<file path="src/sv/ggb_pkg.sv">
// shared types and constants of the generalized goertzel bin
package ggb_pkg;

   localparam int DEF_MAX_FRAME = 4096;
   localparam int DEF_ACC_WIDTH = 48;

   localparam int SAMPLE_W = 16;
   localparam int BIN_W    = 48;
   localparam int COEF_W   = 18;
   localparam int CC_W     = 16;
   localparam int FLEN_W   = 13;

   localparam int REC_SHIFT = 16;
   localparam int BIN_SHIFT = 14;

   // power of two, pointers wrap naturally
   localparam int QUEUE_DEPTH = 2;

   localparam int PADDR_W   = 5;
   localparam int CSR_IDX_W = 3;
   localparam int PDATA_W   = 32;

   localparam logic [CSR_IDX_W-1:0] REG_COEF         = 3'd0;
   localparam logic [CSR_IDX_W-1:0] REG_CC2_RE       = 3'd1;
   localparam logic [CSR_IDX_W-1:0] REG_CC2_IM       = 3'd2;
   localparam logic [CSR_IDX_W-1:0] REG_CC_RE        = 3'd3;
   localparam logic [CSR_IDX_W-1:0] REG_CC_IM        = 3'd4;
   localparam logic [CSR_IDX_W-1:0] REG_FRAME_LENGTH = 3'd5;

   typedef struct packed {
      logic signed [SAMPLE_W-1:0] sample;
      logic                       last;
   } qentry_type;

   typedef struct packed {
      logic       push;
      qentry_type entry;
   } queue_wr_type;

   typedef struct packed {
      logic       valid;
      qentry_type entry;
   } queue_rd_type;

   typedef struct packed {
      logic signed [COEF_W-1:0] coef;
      logic signed [CC_W-1:0]   cc2_re;
      logic signed [CC_W-1:0]   cc2_im;
      logic signed [CC_W-1:0]   cc_re;
      logic signed [CC_W-1:0]   cc_im;
   } cfg_type;

endpackage

</file>
<file path="src/sv/ggb_req_if.sv">
// sample channel interface
interface ggb_req_if import ggb_pkg::*; ();
   logic                       valid;
   logic                       ready;
   logic signed [SAMPLE_W-1:0] sample;

   modport source (output valid, output sample, input ready);
   modport sink (input valid, input sample, output ready);
endinterface

</file>
<file path="src/sv/ggb_rsp_if.sv">
// bin result channel interface
interface ggb_rsp_if import ggb_pkg::*; ();
   logic                    valid;
   logic                    ready;
   logic signed [BIN_W-1:0] bin_re;
   logic signed [BIN_W-1:0] bin_im;

   modport source (output valid, output bin_re, output bin_im, input ready);
   modport sink (input valid, input bin_re, input bin_im, output ready);
endinterface

</file>
<file path="src/sv/ggb_front.sv">
// front end: takes samples, counts the frame and marks its last item
module ggb_front import ggb_pkg::*; #(
   parameter int MAX_FRAME = DEF_MAX_FRAME
) (
   input  logic                clock,
   input  logic                reset,
   ggb_req_if.sink             req,
   input  logic [FLEN_W-1:0]   frame_length,
   input  logic                q_full,
   output queue_wr_type        q_wr
);

   localparam int CNT_W = (MAX_FRAME > 2) ? $clog2(MAX_FRAME) : 1;
   localparam int LEN_W = $clog2(MAX_FRAME + 1);
   localparam int CMP_W = (LEN_W > FLEN_W) ? LEN_W : FLEN_W;

   logic [CNT_W-1:0] count_ff, count_in;
   logic [CMP_W-1:0] len_raw, len_eff, count_next;
   logic             accept, last;

   assign req.ready = ~q_full;
   assign accept    = req.valid & ~q_full;

   always_comb begin
      len_raw = CMP_W'(frame_length);
      if (len_raw < CMP_W'(2)) begin
         len_eff = CMP_W'(2);
      end else if (len_raw > CMP_W'(MAX_FRAME)) begin
         len_eff = CMP_W'(MAX_FRAME);
      end else begin
         len_eff = len_raw;
      end
      count_next = CMP_W'(count_ff) + CMP_W'(1);
      last       = count_next >= len_eff;
      count_in   = count_ff;
      if (accept) begin
         count_in = last ? '0 : count_next[CNT_W-1:0];
      end
   end

   assign q_wr.push         = accept;
   assign q_wr.entry.sample = req.sample;
   assign q_wr.entry.last   = last;

   always_ff @(posedge clock) begin
      if (reset) begin
         count_ff <= '0;
      end else begin
         count_ff <= count_in;
      end
   end

endmodule

</file>
<file path="src/sv/ggb_queue.sv">
// short item queue between front and back end
module ggb_queue import ggb_pkg::*; (
   input  logic         clock,
   input  logic         reset,
   input  queue_wr_type q_wr,
   input  logic         pop,
   output logic         full,
   output queue_rd_type q_rd
);

   localparam int PTR_W = (QUEUE_DEPTH > 1) ? $clog2(QUEUE_DEPTH) : 1;

   qentry_type       entries_ff [QUEUE_DEPTH];
   logic [PTR_W-1:0] wr_ptr_ff, wr_ptr_in, rd_ptr_ff, rd_ptr_in;
   logic [PTR_W:0]   fill_ff, fill_in;
   logic             do_push, do_pop;

   assign full    = fill_ff == (PTR_W + 1)'(QUEUE_DEPTH);
   assign do_push = q_wr.push & ~full;
   assign do_pop  = pop & (fill_ff != '0);

   assign q_rd.valid = fill_ff != '0;
   assign q_rd.entry = entries_ff[rd_ptr_ff];

   always_comb begin
      wr_ptr_in = do_push ? wr_ptr_ff + 1'b1 : wr_ptr_ff;
      rd_ptr_in = do_pop ? rd_ptr_ff + 1'b1 : rd_ptr_ff;
      fill_in   = fill_ff;
      if (do_push && !do_pop) begin
         fill_in = fill_ff + 1'b1;
      end else if (!do_push && do_pop) begin
         fill_in = fill_ff - 1'b1;
      end
   end

   always_ff @(posedge clock) begin
      if (do_push) begin
         entries_ff[wr_ptr_ff] <= q_wr.entry;
      end
   end

   always_ff @(posedge clock) begin
      if (reset) begin
         wr_ptr_ff <= '0;
         rd_ptr_ff <= '0;
         fill_ff   <= '0;
      end else begin
         wr_ptr_ff <= wr_ptr_in;
         rd_ptr_ff <= rd_ptr_in;
         fill_ff   <= fill_in;
      end
   end

endmodule

</file>
<file path="src/sv/ggb_back.sv">
// back end: recurrence and bin output on one shared half-width multiplier
module ggb_back import ggb_pkg::*; #(
   parameter int ACC_WIDTH = DEF_ACC_WIDTH
) (
   input  logic         clock,
   input  logic         reset,
   input  cfg_type      cfg,
   input  queue_rd_type q_rd,
   output logic         pop,
   ggb_rsp_if.source    rsp
);

   localparam int LO_W   = ACC_WIDTH / 2;
   localparam int HI_W   = ACC_WIDTH - LO_W;
   localparam int CH_W   = HI_W + 1;
   localparam int P_W    = CH_W + COEF_W;
   localparam int PROD_W = ACC_WIDTH + 18;

   localparam logic signed [PROD_W-1:0] RND_REC =
      {{(PROD_W-REC_SHIFT){1'b0}}, 1'b1, {(REC_SHIFT-1){1'b0}}};
   localparam logic signed [PROD_W-1:0] RND_BIN =
      {{(PROD_W-BIN_SHIFT){1'b0}}, 1'b1, {(BIN_SHIFT-1){1'b0}}};

   typedef enum logic [6:0] {
      ST_IDLE = 7'b0000001,
      ST_REC  = 7'b0000010,
      ST_S0   = 7'b0000100,
      ST_RE   = 7'b0001000,
      ST_FRE  = 7'b0010000,
      ST_IM   = 7'b0100000,
      ST_FIM  = 7'b1000000
   } state_type;

   state_type                   state_ff, state_in;
   logic [1:0]                  phase_ff, phase_in;
   logic signed [PROD_W-1:0]    acc_ff, acc_in;
   logic signed [SAMPLE_W-1:0]  x_ff, x_in;
   logic                        last_ff, last_in;
   logic signed [ACC_WIDTH-1:0] s0_ff, s0_in, s1_ff, s1_in, s2_ff, s2_in;
   logic signed [BIN_W-1:0]     re_ff, re_in;
   logic                        out_valid_ff, out_valid_in;
   logic signed [BIN_W-1:0]     out_re_ff, out_re_in, out_im_ff, out_im_in;

   logic signed [ACC_WIDTH-1:0] op_val;
   logic signed [COEF_W-1:0]    op_b;
   logic                        neg, use_hi;
   logic signed [CH_W-1:0]      chunk;
   logic signed [P_W-1:0]       prod;
   logic signed [PROD_W-1:0]    prod_ext, term, acc_sum;
   logic signed [PROD_W-1:0]    rec_t, bin_t;
   logic [PROD_W-ACC_WIDTH:0]   rec_top;
   logic [PROD_W-BIN_W:0]       bin_top;
   logic signed [ACC_WIDTH-1:0] s0_sat;
   logic signed [BIN_W-1:0]     bin_sat;
   logic                        room;

   // operand select for the shared multiplier
   always_comb begin
      op_val = s1_ff;
      op_b   = cfg.coef;
      neg    = 1'b0;
      use_hi = phase_ff[0];
      unique case (state_ff)
         ST_RE: begin
            op_val = phase_ff[1] ? s1_ff : s0_ff;
            op_b   = phase_ff[1] ? COEF_W'(cfg.cc_re) : COEF_W'(cfg.cc2_re);
            neg    = phase_ff[1];
         end
         ST_IM: begin
            op_val = phase_ff[1] ? s1_ff : s0_ff;
            op_b   = phase_ff[1] ? COEF_W'(cfg.cc_im) : COEF_W'(cfg.cc2_im);
            neg    = phase_ff[1];
         end
         default: begin
            op_val = s1_ff;
            op_b   = cfg.coef;
         end
      endcase
   end

   // low half as unsigned, high half signed, recombined by shift
   assign chunk    = use_hi ? {op_val[ACC_WIDTH-1], op_val[ACC_WIDTH-1:LO_W]}
                            : {{(CH_W-LO_W){1'b0}}, op_val[LO_W-1:0]};
   assign prod     = chunk * op_b;
   assign prod_ext = PROD_W'(prod);
   assign term     = use_hi ? (prod_ext <<< LO_W) : prod_ext;
   assign acc_sum  = neg ? acc_ff - term : acc_ff + term;

   // rounding constant was preloaded into the accumulator
   always_comb begin
      rec_t   = (acc_ff >>> REC_SHIFT) + PROD_W'(x_ff) - PROD_W'(s2_ff);
      rec_top = rec_t[PROD_W-1:ACC_WIDTH-1];
      if ((&rec_top) || !(|rec_top)) begin
         s0_sat = rec_t[ACC_WIDTH-1:0];
      end else begin
         s0_sat = rec_t[PROD_W-1] ? {1'b1, {(ACC_WIDTH-1){1'b0}}}
                                  : {1'b0, {(ACC_WIDTH-1){1'b1}}};
      end
      bin_t   = acc_ff >>> BIN_SHIFT;
      bin_top = bin_t[PROD_W-1:BIN_W-1];
      if ((&bin_top) || !(|bin_top)) begin
         bin_sat = bin_t[BIN_W-1:0];
      end else begin
         bin_sat = bin_t[PROD_W-1] ? {1'b1, {(BIN_W-1){1'b0}}}
                                   : {1'b0, {(BIN_W-1){1'b1}}};
      end
   end

   assign room = ~out_valid_ff | rsp.ready;

   always_comb begin
      state_in     = state_ff;
      phase_in     = phase_ff;
      acc_in       = acc_ff;
      x_in         = x_ff;
      last_in      = last_ff;
      s0_in        = s0_ff;
      s1_in        = s1_ff;
      s2_in        = s2_ff;
      re_in        = re_ff;
      out_valid_in = out_valid_ff & ~rsp.ready;
      out_re_in    = out_re_ff;
      out_im_in    = out_im_ff;
      pop          = 1'b0;
      unique case (state_ff)
         ST_IDLE: begin
            if (q_rd.valid) begin
               pop      = 1'b1;
               x_in     = q_rd.entry.sample;
               last_in  = q_rd.entry.last;
               acc_in   = RND_REC;
               phase_in = 2'd0;
               state_in = ST_REC;
            end
         end
         ST_REC: begin
            acc_in   = acc_sum;
            phase_in = phase_ff + 2'd1;
            if (phase_ff[0]) begin
               state_in = ST_S0;
            end
         end
         ST_S0: begin
            if (last_ff) begin
               s0_in    = s0_sat;
               acc_in   = RND_BIN;
               phase_in = 2'd0;
               state_in = ST_RE;
            end else begin
               s2_in    = s1_ff;
               s1_in    = s0_sat;
               state_in = ST_IDLE;
            end
         end
         ST_RE: begin
            acc_in   = acc_sum;
            phase_in = phase_ff + 2'd1;
            if (phase_ff == 2'd3) begin
               state_in = ST_FRE;
            end
         end
         ST_FRE: begin
            re_in    = bin_sat;
            acc_in   = RND_BIN;
            phase_in = 2'd0;
            state_in = ST_IM;
         end
         ST_IM: begin
            acc_in   = acc_sum;
            phase_in = phase_ff + 2'd1;
            if (phase_ff == 2'd3) begin
               state_in = ST_FIM;
            end
         end
         ST_FIM: begin
            if (room) begin
               out_valid_in = 1'b1;
               out_re_in    = re_ff;
               out_im_in    = bin_sat;
               s1_in        = '0;
               s2_in        = '0;
               state_in     = ST_IDLE;
            end
         end
         default: begin
            state_in = ST_IDLE;
         end
      endcase
   end

   always_ff @(posedge clock) begin
      acc_ff    <= acc_in;
      x_ff      <= x_in;
      last_ff   <= last_in;
      s0_ff     <= s0_in;
      re_ff     <= re_in;
      out_re_ff <= out_re_in;
      out_im_ff <= out_im_in;
   end

   always_ff @(posedge clock) begin
      if (reset) begin
         state_ff     <= ST_IDLE;
         phase_ff     <= 2'd0;
         s1_ff        <= '0;
         s2_ff        <= '0;
         out_valid_ff <= 1'b0;
      end else begin
         state_ff     <= state_in;
         phase_ff     <= phase_in;
         s1_ff        <= s1_in;
         s2_ff        <= s2_in;
         out_valid_ff <= out_valid_in;
      end
   end

   assign rsp.valid  = out_valid_ff;
   assign rsp.bin_re = out_re_ff;
   assign rsp.bin_im = out_im_ff;

   a_result_from_final: assert property (@(posedge clock) disable iff (reset)
      $rose(out_valid_ff) |-> $past(state_ff == ST_FIM))
      else $error("result raised outside the final step");

   a_mid_frame_returns: assert property (@(posedge clock) disable iff (reset)
      (state_ff == ST_S0 && !last_ff) |=> state_ff == ST_IDLE)
      else $error("mid-frame item did not finish after the recurrence");

   a_re_four_terms: assert property (@(posedge clock) disable iff (reset)
      (state_ff == ST_FRE) |-> ($past(state_ff == ST_RE) && $past(phase_ff) == 2'd3))
      else $error("real part finished before all four partial products");

   a_frame_clears: assert property (@(posedge clock) disable iff (reset)
      (state_ff == ST_IDLE && $past(state_ff == ST_FIM)) |-> (s1_ff == '0 && s2_ff == '0))
      else $error("recurrence state not cleared at end of frame");

endmodule

</file>
<file path="src/sv/generalized_goertzel_bin.sv">
// top level of the generalized goertzel bin with its control registers
//
//  channel   direction  handshake        payload
//  req_bus   in         valid/ready      sample (16b signed)
//  rsp_bus   out        valid/ready      bin_re, bin_im (48b signed)
//  apb       in         psel/penable     coef, cc2/cc terms, frame_length
//
// in the back end a sample that does not end a frame goes through queue
// pop, a low and a high half-width pass of the shared multiplier for coef*s1, one sum
// a frame-ending sample then needs eight more passes for the bin
// the front end takes one item per cycle while the two-entry queue has room
// reset clears the recurrence, frame count, queue and result valid flag
// a waiting result holds the back end in its final step; the queue fills behind it
module generalized_goertzel_bin import ggb_pkg::*; #(
   parameter int MAX_FRAME = DEF_MAX_FRAME,
   parameter int ACC_WIDTH = DEF_ACC_WIDTH
) (
   input  logic               clock,
   input  logic               reset,
   ggb_req_if.sink            req_bus,
   ggb_rsp_if.source          rsp_bus,
   input  logic               psel,
   input  logic               penable,
   input  logic               pwrite,
   input  logic [PADDR_W-1:0] paddr,
   input  logic [PDATA_W-1:0] pwdata,
   output logic [PDATA_W-1:0] prdata,
   output logic               pready
);

   logic signed [COEF_W-1:0] coef_ff, coef_in;
   logic signed [CC_W-1:0]   cc2_re_ff, cc2_re_in, cc2_im_ff, cc2_im_in;
   logic signed [CC_W-1:0]   cc_re_ff, cc_re_in, cc_im_ff, cc_im_in;
   logic [FLEN_W-1:0]        flen_ff, flen_in;
   logic                     wr_en;
   logic [CSR_IDX_W-1:0]     idx;
   cfg_type                  cfg;
   queue_wr_type             q_wr;
   queue_rd_type             q_rd;
   logic                     q_full, q_pop;

   assign pready = 1'b1;
   assign wr_en  = psel & penable & pwrite;
   assign idx    = paddr[PADDR_W-1:2];

   always_comb begin
      coef_in   = coef_ff;
      cc2_re_in = cc2_re_ff;
      cc2_im_in = cc2_im_ff;
      cc_re_in  = cc_re_ff;
      cc_im_in  = cc_im_ff;
      flen_in   = flen_ff;
      if (wr_en) begin
         unique case (idx)
            REG_COEF:         coef_in   = pwdata[COEF_W-1:0];
            REG_CC2_RE:       cc2_re_in = pwdata[CC_W-1:0];
            REG_CC2_IM:       cc2_im_in = pwdata[CC_W-1:0];
            REG_CC_RE:        cc_re_in  = pwdata[CC_W-1:0];
            REG_CC_IM:        cc_im_in  = pwdata[CC_W-1:0];
            REG_FRAME_LENGTH: flen_in   = pwdata[FLEN_W-1:0];
            default: begin
            end
         endcase
      end
   end

   always_comb begin
      unique case (idx)
         REG_COEF:         prdata = PDATA_W'($unsigned(coef_ff));
         REG_CC2_RE:       prdata = PDATA_W'($unsigned(cc2_re_ff));
         REG_CC2_IM:       prdata = PDATA_W'($unsigned(cc2_im_ff));
         REG_CC_RE:        prdata = PDATA_W'($unsigned(cc_re_ff));
         REG_CC_IM:        prdata = PDATA_W'($unsigned(cc_im_ff));
         REG_FRAME_LENGTH: prdata = PDATA_W'(flen_ff);
         default:          prdata = '0;
      endcase
   end

   always_ff @(posedge clock) begin
      if (reset) begin
         coef_ff   <= '0;
         cc2_re_ff <= 16'sd16384;
         cc2_im_ff <= '0;
         cc_re_ff  <= 16'sd16384;
         cc_im_ff  <= '0;
         flen_ff   <= 13'd1024;
      end else begin
         coef_ff   <= coef_in;
         cc2_re_ff <= cc2_re_in;
         cc2_im_ff <= cc2_im_in;
         cc_re_ff  <= cc_re_in;
         cc_im_ff  <= cc_im_in;
         flen_ff   <= flen_in;
      end
   end

   assign cfg.coef   = coef_ff;
   assign cfg.cc2_re = cc2_re_ff;
   assign cfg.cc2_im = cc2_im_ff;
   assign cfg.cc_re  = cc_re_ff;
   assign cfg.cc_im  = cc_im_ff;

   ggb_front #(
      .MAX_FRAME (MAX_FRAME)
   ) u_front (
      .clock        (clock),
      .reset        (reset),
      .req          (req_bus),
      .frame_length (flen_ff),
      .q_full       (q_full),
      .q_wr         (q_wr)
   );

   ggb_queue u_queue (
      .clock (clock),
      .reset (reset),
      .q_wr  (q_wr),
      .pop   (q_pop),
      .full  (q_full),
      .q_rd  (q_rd)
   );

   ggb_back #(
      .ACC_WIDTH (ACC_WIDTH)
   ) u_back (
      .clock (clock),
      .reset (reset),
      .cfg   (cfg),
      .q_rd  (q_rd),
      .pop   (q_pop),
      .rsp   (rsp_bus)
   );

endmodule
</file>
<file path="src/flat_wrapper.sv">
// flat-port wrapper written by rule: the top's interface ports become plain ports
module generalized_goertzel_bin_flat import ggb_pkg::*;
#(
   parameter int MAX_FRAME = DEF_MAX_FRAME,
   parameter int ACC_WIDTH = DEF_ACC_WIDTH
)
  (clock, reset, psel, penable, pwrite, paddr, pwdata, prdata, pready, req_bus_valid, req_bus_sample, req_bus_ready, rsp_bus_valid, rsp_bus_bin_re, rsp_bus_bin_im, rsp_bus_ready);
  ggb_req_if req_bus_i ();
  ggb_rsp_if rsp_bus_i ();
  input  logic clock;
  input  logic reset;
  input  logic psel;
  input  logic penable;
  input  logic pwrite;
  input  logic [PADDR_W-1:0] paddr;
  input  logic [PDATA_W-1:0] pwdata;
  output logic [PDATA_W-1:0] prdata;
  output logic pready;
  input wire logic [$bits(req_bus_i.valid)-1:0] req_bus_valid;
  input wire logic [$bits(req_bus_i.sample)-1:0] req_bus_sample;
  output wire logic [$bits(req_bus_i.ready)-1:0] req_bus_ready;
  output wire logic [$bits(rsp_bus_i.valid)-1:0] rsp_bus_valid;
  output wire logic [$bits(rsp_bus_i.bin_re)-1:0] rsp_bus_bin_re;
  output wire logic [$bits(rsp_bus_i.bin_im)-1:0] rsp_bus_bin_im;
  input wire logic [$bits(rsp_bus_i.ready)-1:0] rsp_bus_ready;
  assign req_bus_i.valid = req_bus_valid;
  assign req_bus_i.sample = req_bus_sample;
  assign req_bus_ready = req_bus_i.ready;
  assign rsp_bus_valid = rsp_bus_i.valid;
  assign rsp_bus_bin_re = rsp_bus_i.bin_re;
  assign rsp_bus_bin_im = rsp_bus_i.bin_im;
  assign rsp_bus_i.ready = rsp_bus_ready;
  generalized_goertzel_bin #(.MAX_FRAME(MAX_FRAME), .ACC_WIDTH(ACC_WIDTH)) u_core (.clock(clock), .reset(reset), .req_bus(req_bus_i), .rsp_bus(rsp_bus_i), .psel(psel), .penable(penable), .pwrite(pwrite), .paddr(paddr), .pwdata(pwdata), .prdata(prdata), .pready(pready));
endmodule
</file>
<file path="config.mk">
export PLATFORM = sky130hd
export DESIGN_NAME = generalized_goertzel_bin_flat
export DESIGN_NICKNAME = d
export VERILOG_FILES = /design/src/sv/ggb_pkg.sv /design/src/sv/ggb_req_if.sv /design/src/sv/ggb_rsp_if.sv /design/src/sv/ggb_front.sv /design/src/sv/ggb_queue.sv /design/src/sv/ggb_back.sv /design/src/sv/generalized_goertzel_bin.sv /design/src/flat_wrapper.sv
export SDC_FILE = /design/constraint.sdc
export NUM_CORES = 2
export LEC_CHECK = 0
export ABC_AREA = 1
export BUFFER_PORTS_ARGS = -buffer_cell sky130_fd_sc_hd__buf_2
export CORE_UTILIZATION = 30
export CTS_BUF_LIST = sky130_fd_sc_hd__clkbuf_4 sky130_fd_sc_hd__clkbuf_8
export CTS_CLUSTER_SIZE = 8
export DETAILED_ROUTE_END_ITERATION = 7
export PLACE_DENSITY_LB_ADDON = 0.08
export SLEW_MARGIN = 10
export SYNTH_ARGS = -nofsm -noshare
export SYNTH_HDL_FRONTEND = slang
export SYNTH_SLANG_ARGS = --single-unit
</file>
<file path="constraint.sdc">
create_clock -name clock -period 21.6 [get_ports clock]
set_clock_uncertainty 0.15 [all_clocks]
set_input_delay 0 -clock clock [delete_from_list [all_inputs] [get_ports clock]]
set_output_delay 0 -clock clock [all_outputs]
set_load 0.01 [all_outputs]
</file>
==> results.tsv <==
metric	value	unit
status	finished with violations	
failed_checks	DRC	
fill_cells	17961	
crit_buf_inv	9	
yosys_register_bits	526	
drv_cap	0	
hp-class	in2reg	
cp.depth	51	
cp.arrival	13.98	ns
cpMaxStageDelayCell	nor3_2	
dr_wl_met2	85600	um
cts.clk_slew.worst_paths	0.06	ns
grt_pass1_vias	43300	
yosys_warnings	0	
gp_congestion	0.954	
portBuffers	159	
vias	43806	
totalNegativeSetupSlack	0	ns
dr.first_iter.drc_count	3429	
synth_top_flop_cell	edfxtp_1	
ctsRootBufferMaster	clkbuf_8	
cts_hold_buf	82	
fp.dieW	410	um
synth.avg_cell_area	7.59	um^2
dr.max_layer_used	met4	
crit_required	22.00	ns
drt-met1-wl	90300	um
ant_nets	0	
worst_pin_slew	1.27	ns
pre_cts_ws	8.06	ns
wl_met3	8580	um
ios	191	
wire_per_inst	20.8	um
cts_buffers	101	
cts_setup_buffers	0	
cts_tree	built	
grt_pass1_wl	281000	um
finalMaxSlewViolations	0	
max_stage_delay	0.65	ns
ctsResizeCount	0	
post-route-min-period	13.59	ns
synth-seq-area-share	0.273	
detail_route.first_pass.iterations	8	
finalHoldViolations	0	
grt_usage	0.223	
path_class	reg2reg	
syn_inst	6583	
async_reset_ff_frac	0	
synth_edf_count	309	
cpMostUsedCell	nand2_1	
coreArea	165000	um^2
fmax	0.0736	GHz
crit_family	simple AND/OR/NAND/NOR gates	
synth_area	50000	um^2
grt_antenna_before_repair	6	
relSlewSlack	0.153	
finalWorstSetupSlack	8.01	ns
rsz0062_at_grt	no	
layout.nets	7585	
reg2regPathDepth	51	
min_path_cells	5	
grt_overflow	0	
die_h	410	um
setup_violations	0	
layout-drive-gt1-share	0.0790	
placement_rows	149	
hpwl	150000	um
dieArea	168000	um^2
wl	189000	um
insertion_delay	0.84	ns
worst_setup_path_end_kind	register	
area_growth	12.4	%
finalCritPeriodShare	0.629	
drc	18	
cts_sinks	526	
grt_max_degree	104	
htreeDepth	3	
cts.path.max_buffers	3	
avgViaCountPerCell	4.83	
worstPathMaxFanout	45	
post_synth_num_cell_types	65	
startpoint_type	register	
start_util	0.303	
synth_stat cells (44+ instances only):
library cell | n | share of area
nand2_1 | 1656 | 0.12
inv_1 | 1174 | 0.088
nor2_1 | 712 | 0.053
fa_1 | 493 | 0.20
a21oi_1 | 416 | 0.042
o21ai_0 | 336 | 0.034
edfxtp_1 | 309 | 0.19
ha_1 | 240 | 0.060
nand3_1 | 219 | 0.022
dfxtp_1 | 217 | 0.087
clkbuf_1 | 151 | 0.011
xor2_1 | 93 | 0.016
nand4_1 | 52 | 0.0065
xnor2_1 | 44 | 0.0077
sequential cells by signal, indices dropped and copies added, names as in the netlist, 16 cells and up:
register and flops:
u_core.cc_re_ff 16, u_core.u_back.rsp.bin_re 48, u_core.u_back.s1_ff 48, u_core.u_back.x_ff 16, u_core.u_back.re_ff 48, u_core.cc_im_ff 16
u_core.u_back.s2_ff 48, u_core.u_back.acc_ff 66, u_core.u_queue.entries_ff 34, u_core.cc2_im_ff 16, u_core.u_back.s0_ff 48, u_core.coef_ff 18
u_core.cc2_re_ff 16, u_core.u_back.rsp.bin_im 48
area by class of cell:
cell class	instances	area [um^2]	share of cell area
antenna	5	12.5	0.000223
clock buffer	145	1810	0.0323
clock inverter	40	335	0.00597
inverter	1213	4550	0.0811
multi-input combinational	4643	31000	0.551
sequential	526	13600	0.243
tap	2189	2740	0.0488
timing repair buffer	307	2110	0.0377
through the flow:
stage / std cells / hold slack, ns / area, um^2 / utilization
2_1_floorplan: 6596 / -0.0511 / 50000 / -
3_3_place_gp: 8796 / 0.0412 / 53200 / 0.322
3_5_place_dp: 8796 / 0.0407 / 53200 / 0.322
4_1_cts: 9063 / 0.164 / 56100 / 0.340
5_1_grt: 9067 / 0.248 / 56200 / 0.340
6_report: 9068 / 0.243 / 56200 / 0.340
layout by cell type, fill, tap and decap left out, types with 15 or more instances in the layout:
| cell | count |
|---|---|
| xor2_1 | 93 |
| nor2_4 | 15 |
| nand2_1 | 1655 |
| nand3_1 | 219 |
| a221oi_1 | 16 |
| nor4_1 | 17 |
| inv_1 | 1172 |
| nand3_2 | 23 |
| buf_4 | 67 |
| a21oi_1 | 415 |
| o21ai_0 | 334 |
| nand2_2 | 25 |
| xnor2_1 | 44 |
| edfxtp_1 | 309 |
| ha_1 | 240 |
| clkbuf_8 | 116 |
| dlygate4sd3_1 | 82 |
| nor3_1 | 32 |
| nand4_1 | 52 |
| conb_1 | 15 |
| a31oi_1 | 33 |
| dfxtp_1 | 216 |
| clkinv_1 | 31 |
| nor2_1 | 706 |
| clkbuf_4 | 29 |
| nor2_2 | 29 |
| buf_2 | 158 |
| a21o_1 | 21 |
| fa_1 | 493 |
| inv_2 | 25 |
cells by family (layout without fill, tap and decap cells):
group	count (synthesis)	after routing	share of synthesized area
simple gates	2820	2820	0.233
buf+inv	1427	1705	0.110
compound gates	936	936	0.103
fa+ha+maj	733	733	0.258
flops	526	526	0.273
xor+xnor	137	137	0.0240
other cells	2	20	0.000150
mux	2	2	0.000401
tightest hold or removal path: cells and delay by family:
kind	cells	cell delay (ns)
AO/OA/AOI/OAI	1	0.05
buffers and inverters	2	0.61
AND/OR/NAND/NOR	2	0.49
metal layers:
| metal | up-vias | global-route usage |
|---|---|---|
| met1 | 21402 | 0.320 |
| met2 | 1182 | 0.360 |
| li1 | 21042 | - |
| met5 | - | 0 |
| met3 | 180 | 0.0213 |
| met4 | 0 | 0.0528 |
final timing paths:
path | startpoint | to | slack (ns)
hold / removal | req_bus_valid | u_core.u_front.count_ff[6] | 0.24
hold reg to reg | u_core.u_back.re_ff[10] | u_core.u_back.rsp.bin_re[10] | 0.26
setup / recovery | u_core.u_back.state_ff[3] | u_core.u_back.acc_ff[65] | 8.01
setup reg to reg | u_core.u_back.state_ff[3] | u_core.u_back.acc_ff[65] | 8.01
Power is left out: the tool's default activity adds up to more than one toggle a clock period on the data nets, which glitch-free logic cannot reach.
